**config.mk**
```make
export PLATFORM = sky130hd
export DESIGN_NAME = debounced_button_pwm_dimmer_top
export DESIGN_NICKNAME = d
export VERILOG_FILES = /design/src/rtl/dbpd_pkg.sv /design/src/rtl/dbpd_debounce.sv /design/src/rtl/dbpd_pwm.sv /design/src/rtl/debounced_button_pwm_dimmer_top.sv
export SDC_FILE = /design/constraint.sdc
export NUM_CORES = 1
export LEC_CHECK = 0
export BUFFER_PORTS_ARGS = -buffer_cell sky130_fd_sc_hd__buf_2
export CORE_ASPECT_RATIO = 1.4
export CORE_MARGIN = 8
export CORE_UTILIZATION = 49
export DETAILED_ROUTE_END_ITERATION = 8
export PLACE_DENSITY_LB_ADDON = 0.08
export SLEW_MARGIN = 20
export SYNTH_ARGS = -nofsm -noshare
export SYNTH_HDL_FRONTEND = slang
export SYNTH_SLANG_ARGS = --single-unit
export TNS_END_PERCENT = 1
```
**constraint.sdc**
```tcl
create_clock -name clk -period 5 [get_ports clk]
set_input_delay 0.5 -clock clk [delete_from_list [all_inputs] [get_ports clk]]
set_output_delay 0.5 -clock clk [all_outputs]
set_load 0.01 [all_outputs]
```
**src/rtl/dbpd_pkg.sv**
```systemverilog
// Shared types and reset constants for the debounced button PWM dimmer.
// No dependencies; imported by every module of the block.
package dbpd_pkg;

  localparam int unsigned DataW   = 16;
  localparam int unsigned CfgIdxW = 8;

  // Register indexes of the configuration port
  localparam logic [CfgIdxW-1:0] RegDebounceLimit = 8'd0;
  localparam logic [CfgIdxW-1:0] RegPwmTop        = 8'd1;
  localparam logic [CfgIdxW-1:0] RegDutyStep      = 8'd2;
  localparam logic [CfgIdxW-1:0] RegDutyMax       = 8'd3;

  // Reset values
  localparam logic [DataW-1:0] RstDebounceLimit = 16'd1999;
  localparam logic [DataW-1:0] RstPwmTop        = 16'd999;
  localparam logic [DataW-1:0] RstDutyStep      = 16'd100;
  localparam logic [DataW-1:0] RstDutyMax       = 16'd900;
  localparam logic [DataW-1:0] RstDuty          = 16'd499;

  // Confirmed button events from the debouncer to the PWM unit
  typedef struct packed {
    logic press;
    logic release_ev;
  } dbpd_event_t;

  // PWM unit status toward the output register
  typedef struct packed {
    logic             running;
    logic             led;
    logic [DataW-1:0] duty;
  } dbpd_pwm_stat_t;

endpackage

```
**src/rtl/dbpd_debounce.sv**
```systemverilog
// Button debouncer: edge detect, debounce counter and press/release judging.
// Depends on dbpd_pkg.
module dbpd_debounce
  import dbpd_pkg::*;
(
  input  logic             clk,
  input  logic             rst_n,
  input  logic             step,
  input  logic             level,
  input  logic [DataW-1:0] limit,
  output dbpd_event_t      ev,
  output logic             press_led_nxt
);

  logic             last_level_r, last_level_nxt;
  logic [DataW-1:0] count_r, count_nxt;
  logic             active_r, active_nxt;
  logic             await_r, await_nxt;
  logic             press_led_r;
  logic             at_limit;
  logic             edge_seen;

  always_comb begin
    at_limit      = active_r && (count_r == limit);
    ev.press      = at_limit && !await_r && !level;
    ev.release_ev = at_limit && await_r && level;

    active_nxt = active_r && !at_limit;
    count_nxt  = (active_r && !at_limit) ? count_r + 16'd1 : count_r;

    await_nxt     = await_r;
    press_led_nxt = press_led_r;
    if (ev.press) begin
      await_nxt     = 1'b1;
      press_led_nxt = 1'b1;
    end else if (ev.release_ev) begin
      await_nxt     = 1'b0;
      press_led_nxt = 1'b0;
    end

    // edge direction follows the wait state as updated this tick
    edge_seen = await_nxt ? (!last_level_r && level) : (last_level_r && !level);
    if (edge_seen) begin
      count_nxt  = '0;
      active_nxt = 1'b1;
    end
    last_level_nxt = level;
  end

  always_ff @(posedge clk) begin
    if (!rst_n) begin
      last_level_r <= 1'b1;
      count_r      <= '0;
      active_r     <= 1'b0;
      await_r      <= 1'b0;
      press_led_r  <= 1'b0;
    end else if (step) begin
      last_level_r <= last_level_nxt;
      count_r      <= count_nxt;
      active_r     <= active_nxt;
      await_r      <= await_nxt;
      press_led_r  <= press_led_nxt;
    end
  end

endmodule

```
**src/rtl/dbpd_pwm.sv**
```systemverilog
// PWM period counter, LED compare and duty update on confirmed presses.
// Depends on dbpd_pkg.
module dbpd_pwm
  import dbpd_pkg::*;
(
  input  logic             clk,
  input  logic             rst_n,
  input  logic             step,
  input  dbpd_event_t      ev,
  input  logic [DataW-1:0] pwm_top,
  input  logic [DataW-1:0] duty_step,
  input  logic [DataW-1:0] duty_max,
  output dbpd_pwm_stat_t   stat_nxt,
  output dbpd_pwm_stat_t   stat
);

  logic [DataW-1:0] count_r, count_nxt;
  logic [DataW-1:0] duty_r;
  logic             running_r;
  logic             led_r;
  logic [DataW:0]   duty_sum;

  always_comb begin
    stat_nxt.running = running_r;
    stat_nxt.led     = led_r;
    stat_nxt.duty    = duty_r;
    count_nxt        = count_r;

    // advance the period with the old duty
    if (running_r) begin
      if (count_r == duty_r) begin
        stat_nxt.led = 1'b0;
      end else if (count_r == pwm_top) begin
        stat_nxt.led = 1'b1;
      end
      count_nxt = (count_r >= pwm_top) ? '0 : count_r + 16'd1;
    end

    // step the duty, saturating, or wrap to zero and stop
    duty_sum = {1'b0, duty_r} + {1'b0, duty_step};
    if (ev.press) begin
      if (duty_r <= duty_max) begin
        stat_nxt.duty    = duty_sum[DataW] ? '1 : duty_sum[DataW-1:0];
        stat_nxt.running = 1'b1;
      end else begin
        stat_nxt.duty    = '0;
        stat_nxt.running = 1'b0;
        stat_nxt.led     = 1'b0;
      end
    end
  end

  always_ff @(posedge clk) begin
    if (!rst_n) begin
      count_r   <= '0;
      duty_r    <= RstDuty;
      running_r <= 1'b1;
      led_r     <= 1'b0;
    end else if (step) begin
      count_r   <= count_nxt;
      duty_r    <= stat_nxt.duty;
      running_r <= stat_nxt.running;
      led_r     <= stat_nxt.led;
    end
  end

  assign stat.running = running_r;
  assign stat.led     = led_r;
  assign stat.duty    = duty_r;

endmodule

```
**src/rtl/debounced_button_pwm_dimmer_top.sv**
```systemverilog
// Top level of the debounced button PWM dimmer: stream ports, config registers,
// input and result registers. Depends on dbpd_pkg, dbpd_debounce and dbpd_pwm.
//
//   channel | dir | handshake            | word
//   --------+-----+----------------------+------------------------------------
//   in_     | in  | in_tvalid/in_tready  | button tick, raw pin level
//   out_    | out | out_tvalid/out_tready| press LED, PWM LED, duty
//   cfg_    | in  | cfg_valid/cfg_ready  | register index and 16-bit value
//
// One word per cycle sustained while out_tready stays high: a tick lands in
// the input register, then the debouncer and PWM unit update their state and
// load the result register, both in one pass. Reset is synchronous, active
// low, and restores all state and registers but the level and result payloads.
// A stalled result register holds the input register; in_tready drops only when
// both are full and the result is not taken. Configuration is always accepted.
module debounced_button_pwm_dimmer_top
  import dbpd_pkg::*;
(
  input  logic               clk,
  input  logic               rst_n,
  // input stream
  input  logic               in_tvalid,
  output logic               in_tready,
  input  logic [7:0]         in_tdata,   // [0] button_level, [7:1] zero
  // result stream
  output logic               out_tvalid,
  input  logic               out_tready,
  output logic [23:0]        out_tdata,  // [0] press_led, [1] pwm_led,
                                         // [17:2] duty_now, [23:18] zero
  // configuration writes
  input  logic               cfg_valid,
  output logic               cfg_ready,
  input  logic [CfgIdxW-1:0] cfg_index,
  input  logic [DataW-1:0]   cfg_data
);

  logic [DataW-1:0] debounce_limit_r;
  logic [DataW-1:0] pwm_top_r;
  logic [DataW-1:0] duty_step_r;
  logic [DataW-1:0] duty_max_r;

  logic             in_valid_r;
  logic             level_r;
  logic             out_valid_r;
  logic [DataW+1:0] out_data_r;

  logic             advance;
  logic             step;
  dbpd_event_t      ev;
  logic             press_led_nxt;
  dbpd_pwm_stat_t   pwm_stat_nxt;
  dbpd_pwm_stat_t   pwm_stat;

  // Configuration registers; writes beyond the list drop
  assign cfg_ready = 1'b1;

  always_ff @(posedge clk) begin
    if (!rst_n) begin
      debounce_limit_r <= RstDebounceLimit;
      pwm_top_r        <= RstPwmTop;
      duty_step_r      <= RstDutyStep;
      duty_max_r       <= RstDutyMax;
    end else if (cfg_valid) begin
      case (cfg_index)
        RegDebounceLimit: debounce_limit_r <= cfg_data;
        RegPwmTop:        pwm_top_r        <= cfg_data;
        RegDutyStep:      duty_step_r      <= cfg_data;
        RegDutyMax:       duty_max_r       <= cfg_data;
        default: ;
      endcase
    end
  end

  // Result register can take a word when empty or draining this cycle
  assign advance   = !out_valid_r || out_tready;
  assign step      = in_valid_r && advance;
  assign in_tready = !in_valid_r || advance;

  always_ff @(posedge clk) begin
    if (!rst_n) begin
      in_valid_r <= 1'b0;
    end else if (in_tready) begin
      in_valid_r <= in_tvalid;
    end
  end

  // Capture the level; payload needs no reset
  always_ff @(posedge clk) begin
    if (in_tvalid && in_tready) begin
      level_r <= in_tdata[0];
    end
  end

  dbpd_debounce u_debounce (
    .clk           (clk),
    .rst_n         (rst_n),
    .step          (step),
    .level         (level_r),
    .limit         (debounce_limit_r),
    .ev            (ev),
    .press_led_nxt (press_led_nxt)
  );

  dbpd_pwm u_pwm (
    .clk       (clk),
    .rst_n     (rst_n),
    .step      (step),
    .ev        (ev),
    .pwm_top   (pwm_top_r),
    .duty_step (duty_step_r),
    .duty_max  (duty_max_r),
    .stat_nxt  (pwm_stat_nxt),
    .stat      (pwm_stat)
  );

  always_ff @(posedge clk) begin
    if (!rst_n) begin
      out_valid_r <= 1'b0;
    end else if (advance) begin
      out_valid_r <= in_valid_r;
    end
  end

  // Load the post-tick values of this word
  always_ff @(posedge clk) begin
    if (step) begin
      out_data_r <= {pwm_stat_nxt.duty, pwm_stat_nxt.led, press_led_nxt};
    end
  end

  assign out_tvalid = out_valid_r;
  assign out_tdata  = {6'd0, out_data_r};

  // A single judgment is either a press or a release
  assert property (@(posedge clk) disable iff (!rst_n)
    !(ev.press && ev.release_ev))
    else $error("press and release confirmed in the same tick");

  // Stopped PWM keeps its LED dark
  assert property (@(posedge clk) disable iff (!rst_n)
    !pwm_stat.running |-> !pwm_stat.led)
    else $error("PWM LED lit while stopped");

  // Only a wrap stops the PWM, and it leaves the duty at zero
  assert property (@(posedge clk) disable iff (!rst_n)
    !pwm_stat.running |-> (pwm_stat.duty == '0))
    else $error("PWM stopped with nonzero duty");

  // An empty result register never stalls the input side
  assert property (@(posedge clk) disable iff (!rst_n)
    !out_valid_r |-> in_tready)
    else $error("input stalled with empty result register");

endmodule

```
==> metrics.txt, run 1 <==
outcome completed; Switching Share 22.6%; count of input and output buffers 49; clock root cell clkbuf_16; final setup fails 0; Async SR Flop Fraction 0%; Die Wd between 100 and 150 microns; n_diodes 0; CTS tree built; startpoint types register; minimum clock period 3.25 ns; HP Class primary input to register; final period utilization 65.0%; WL/cell 18.1 microns; die area just under 20,000 sq um; EDFF count, synth 19; Finished Cell Area between 8000 and 9000 sq um; Synthesis Warnings 0; Synth cell types 63; RSZ-0062 raised after global routing false; Slew HR 30.2%; footprint of the multi-input gates 4180 sq um; Post-CTS Setup Repair Bufs 0; Worst EP required 5.12 ns; critical path arrival 3.37 ns; Sink Count 139; synthesized area per cell 8.35 sq um; DRC errors left 0; Initial Utilization around half; CP peak stage delay around 0.54 ns; drt first-iter violations between 400 and 500; Achievable Freq 0.308 GHz; Place WS 1.81 ns; Die Height ~160 microns; Critical-path top delay cell a211o_1; fin util 55.9%; crit path capture type register; share of cells above drive strength 1 approximately a tenth; final hold slack 0.249 ns; max cap viols 0; grt ovf 0; Reg clk slew, reported paths 0.06 ns; core area 15,000 sq um; crit path cell chain ha_1 -> fa_1 -> nand3_1 -> a211oi_1 -> nor4_2 -> nor2_1 -> a211o_1 -> o21ai_0 -> o21ai_0; setup ws final 1.75 ns; area delta synth->final 11.5%; dpl hpwl 15,500 microns; number of global-route vias before repair 6,595; CTS Hold Buffers Added 0; routed vias 6,458; class of the most critical setup path register to register; combinational fraction of design power 3.9%; fin cells between 1,000 and 1,500; Syn Inst Count 899; Worst Clk Skew 0.00653 ns; Ports 64; prevailing post-synth register cell dfxtp_1; routability congestion estimate between 0.9 and 1; drt total wl about 20,000 microns; leakage about 3.5 nW; first-pass GRT wire length 32,700 microns; maximum vdd ir drop ~180 uV; drt first pass iters 7; initial antenna violation count 0; Layout fillers between 1,000 and 1,500; Post-DRT Antenna Nets 0; sequential share of power 47.1%; Post-Syn Area ~7500 sq um; power share of the clock group 49.1%; setup tns final 0 ns; Row Count 53; largest net degree at the start of global routing between 50 and 60; total track usage 21.3%; Worst Path Max Fanout 17; register area 2970 sq um; total power approximately 2.4 mW; Pint roughly 1.9 mW; PD cells approximately 290 nW/um^2; Num CTS Buffers 17; cell mode on critical path o21ai_0; Seq/Total Area, Yosys 39.6%; Slew Limit Fails 0; Clock Latency Late Sink 0.43 ns; CTS HTree Levels 4; Inst Count DP 1,104; synthesized flop and latch total 139; Fin. Hold Viols 0; worst-margin pin slew ~1.0 ns; CTS Buffer Depth 2; instance area at placement 7820 sq um; switching pwr 551 uW; CTS resizes 0; nets@finish 1,019; drt via density roughly 5.7
==> logic make-up after synthesis <==
| kind of cell | synth area share [%] |
|---|---|
| other | 0.100 |
| buffers and inverters | 5.00 |
| and+or+nand+nor | 23.7 |
| AOI/OAI and AO/OA | 12.5 |
| DFF | 39.6 |
| adders and majority gates | 8.60 |
| xor gates and xnor gates | 8.05 |
| muxes | 2.53 |
==> final cells by class <==
cell class / instances / area share (%)
Multi-Input combinational cell: 681 / 49.9
Sequential cell: 139 / 35.5
Clock buffer: 18 / 5.12
Timing Repair Buffer: 53 / 3.29
Tap cell: 192 / 2.87
Inverter: 39 / 1.75
Clock inverter: 14 / 1.55
==> synthesized netlist by cell type, types with 6 or more instances <==
cell / count / area (sq um)
a21oi_1: 58 / 290
nand3_1: 63 / 315
o211ai_1: 12 / 90.1
and4_1: 7 / 61.3
o22ai_1: 8 / 50.1
a31oi_1: 6 / 37.5
nand2_1: 154 / 578
o21ai_0: 34 / 170
nor2_1: 68 / 255
nor3_1: 11 / 55.1
inv_1: 37 / 139
xor2_1: 11 / 96.3
edfxtp_1: 19 / 571
dfxtp_1: 120 / 2400
and3_1: 10 / 62.6
ha_1: 50 / 626
a21o_1: 13 / 97.6
clkbuf_1: 22 / 82.6
nand4_1: 26 / 163
xnor2_1: 58 / 508
mux2i_1: 19 / 190
buf_2: 10 / 50.1
buf_4: 8 / 60.1
==> flip-flops by register name (all words and copies together), names as in the netlist, 16 cells and up <==
signal and count:
out_data_r 18, debounce_limit_r 16, duty_max_r 16, duty_step_r 16, pwm_top_r 16, u_debounce.count_r 16
u_pwm.count_r 16, u_pwm.duty_r 16
==> critical path, delay by kind of cell (launching register included) <==
family	cells	cell delay (ns)
compound gates	4	1.14
fa+ha+maj	2	0.68
simple gates	3	0.74
flops	1	0.38
==> metal layers <==
metal / global-route usage, % / up-vias / routed length, microns
met4: 13.2 / 0 / 1030
met1: 22.1 / 3042 / 8170
met3: 4.13 / 60 / 827
li1: - / 3171 / -
met2: 38.6 / 185 / 10500
met5: 0 / - / 0
==> power by group through the flow <==
stage	Combinational (mW)	Sequential (mW)	Clock, mW
floorplan	0.0536	1.17	0
global placement	0.0906	1.17	0
detailed placement	0.0945	1.17	0
CTS	0.0946	1.15	1.22
global route	0.103	1.15	1.27
finish	0.0947	1.15	1.20
==> layout by cell type, fill, tap and decap left out, types with 34 or more instances in the layout <==
master / n
buf_2: 49
inv_1: 37
nand3_1: 63
ha_1: 50
o21ai_0: 34
dfxtp_1: 120
xnor2_1: 58
a21oi_1: 58
nand2_1: 154
nor2_1: 68
==> path summary, 6_finish.rpt <==
check | startpoint | end | slack (ns) | depth (start not counted)
min reg2reg | pwm_top_r[13]$_SDFFE_PN0P_ | pwm_top_r[13]$_SDFFE_PN0P_ | 0.46 | 2
min | in_tdata[0] | level_r$_DFFE_PP_ | 0.25 | 1
max | u_pwm.duty_r[0]$_SDFFE_PN1P_ | out_data_r[9]$_DFFE_PP_ | 1.75 | 9
max reg2reg | u_pwm.duty_r[0]$_SDFFE_PN1P_ | out_data_r[9]$_DFFE_PP_ | 1.75 | 9
(Power assumes the default switching activity.)
==> run 2, diff against run 1 <==
Clock period 5 ns to 2.92 ns, I/O delays scaled along.
==> metrics.txt, run 2 (synthesized netlist as in run 1, its figures left out) <==
Die Wd 121 microns; share of cells above drive strength 1 12.3%; setup tns final 0 ns; outcome completed; die area between 15,000 and 20,000 sq um; Slew HR 55.5%; Achievable Freq 0.355 GHz; CTS HTree Levels 4; RSZ-0062 raised after global routing false; grt ovf 0; Sink Count 139; critical path arrival 2.97 ns; routability congestion estimate roughly 0.95; Num CTS Buffers 17; max cap viols 0; CTS Hold Buffers Added 0; dpl hpwl between 15,000 and 20,000 microns; maximum vdd ir drop approximately 300 uV; Initial Utilization approximately half; drt first-iter violations 452; number of global-route vias before repair 6,500; Reg with most FFs out_data_r; total power about 4.6 mW; CP delay by family, top simple AND/OR/NAND/NOR gates; Die Height 162 microns; crit path cell chain ha_1 -> fa_1 -> nand3_1 -> a211oi_1 -> nor4_2 -> nor2_1 -> a211o_2 -> buf_4 -> nor2_1 -> o21ai_0; most common cell after layout, fill and taps aside nand2_1; nets@finish about 1,000; Worst EP required 3.07 ns; count of input and output buffers 49; most frequent cells in the layout nand2_1 (154), dfxtp_1 (120), nor2_1 (68); Clock Latency Late Sink between 0.4 and 0.5 ns; total track usage 21.6%; final setup fails 0; Worst Path Max Fanout 13; drt first pass iters 5; CTS Buffer Depth 2; first-pass GRT wire length about 33,000 microns; n_diodes 0; setup ws final 0.102 ns; Reg clk slew, reported paths 0.06 ns; Inst Count DP 1,125; max FFs per register 18; Critical-path top delay cell a211o_2; final period utilization a little over nine tenths; instance area at placement 7970 sq um; CP peak stage delay roughly 0.45 ns; largest net degree at the start of global routing 49; final hold slack 0.0488 ns; Post-DRT Antenna Nets 0; Row Count 53; drt via density 5.61; Slew Limit Fails 0; HP Class primary input to register; startpoint types register; Place WS -0.0352 ns; fin cells 1,157; drt total wl 20,700 microns; Worst Clk Skew 0.0123 ns; PD cells between 500 and 600 nW/um^2; worst-margin pin slew around 0.67 ns; minimum clock period 2.82 ns; class of the most critical setup path register to register; cell mode on critical path nor2_1; WL/cell roughly 18 microns; routed vias between 6,000 and 7,000; Finished Cell Area about 8700 sq um; CTS tree built; leakage 3.66 nW; fin util between 50% and 60%; clock root cell clkbuf_16; initial antenna violation count 0; WP buf/inv 1; DRC errors left 0; Ports 64; crit path capture type register; Fin. Hold Viols 0; core area 15,000 sq um; area delta synth->final 15.2%
==> run 2: where the power goes <==
group | internal, mW | leakage [nW] | switching (mW)
Clock | 1.61 | 0.329 | 0.843
Combinational | 0.0508 | 2.21 | 0.118
Sequential | 1.95 | 1.13 | 0.0152
Total | 3.61 | 3.66 | 0.975
==> run 2: repair_timing <==
action,CTS,global route
pin swaps,0,1
gates cloned,0,0
endpoints found under the setup margin,4,12
gates resized for setup,1,1
buffers inserted,0,0
endpoints found under the hold margin,0,0
==> run 2: worst paths after layout <==
| check | start | to | slack [ns] | depth (start not counted) |
|---|---|---|---|---|
| worst max-delay path | duty_step_r[0]$_SDFFE_PN0P_ | out_data_r[11]$_DFFE_PP_ | 0.10 | 10 |
| worst max register to register | duty_step_r[0]$_SDFFE_PN0P_ | out_data_r[11]$_DFFE_PP_ | 0.10 | 10 |
| worst min-delay path | in_tdata[0] | level_r$_DFFE_PP_ | 0.05 | 1 |
| worst min register to register | pwm_top_r[14]$_SDFFE_PN0P_ | pwm_top_r[14]$_SDFFE_PN0P_ | 0.46 | 2 |
==> run 2: cell type report <==
class	instances	area [sq um]
clock buffer	23	522
clock inverter	9	155
fill	1409	6330
inverter	39	146
multi-input combinational	681	4190
sequential	139	2970
tap	192	240
timing repair buffer	74	433
==> run 2: routing by layer <==
metal	wire [microns]	global-route usage (%)	vias up
met2	10800	39.5	166
li1	-	-	3212
met1	8340	23.4	3075
met4	756	9.86	0
met5	0	0	-
met3	736	3.89	42
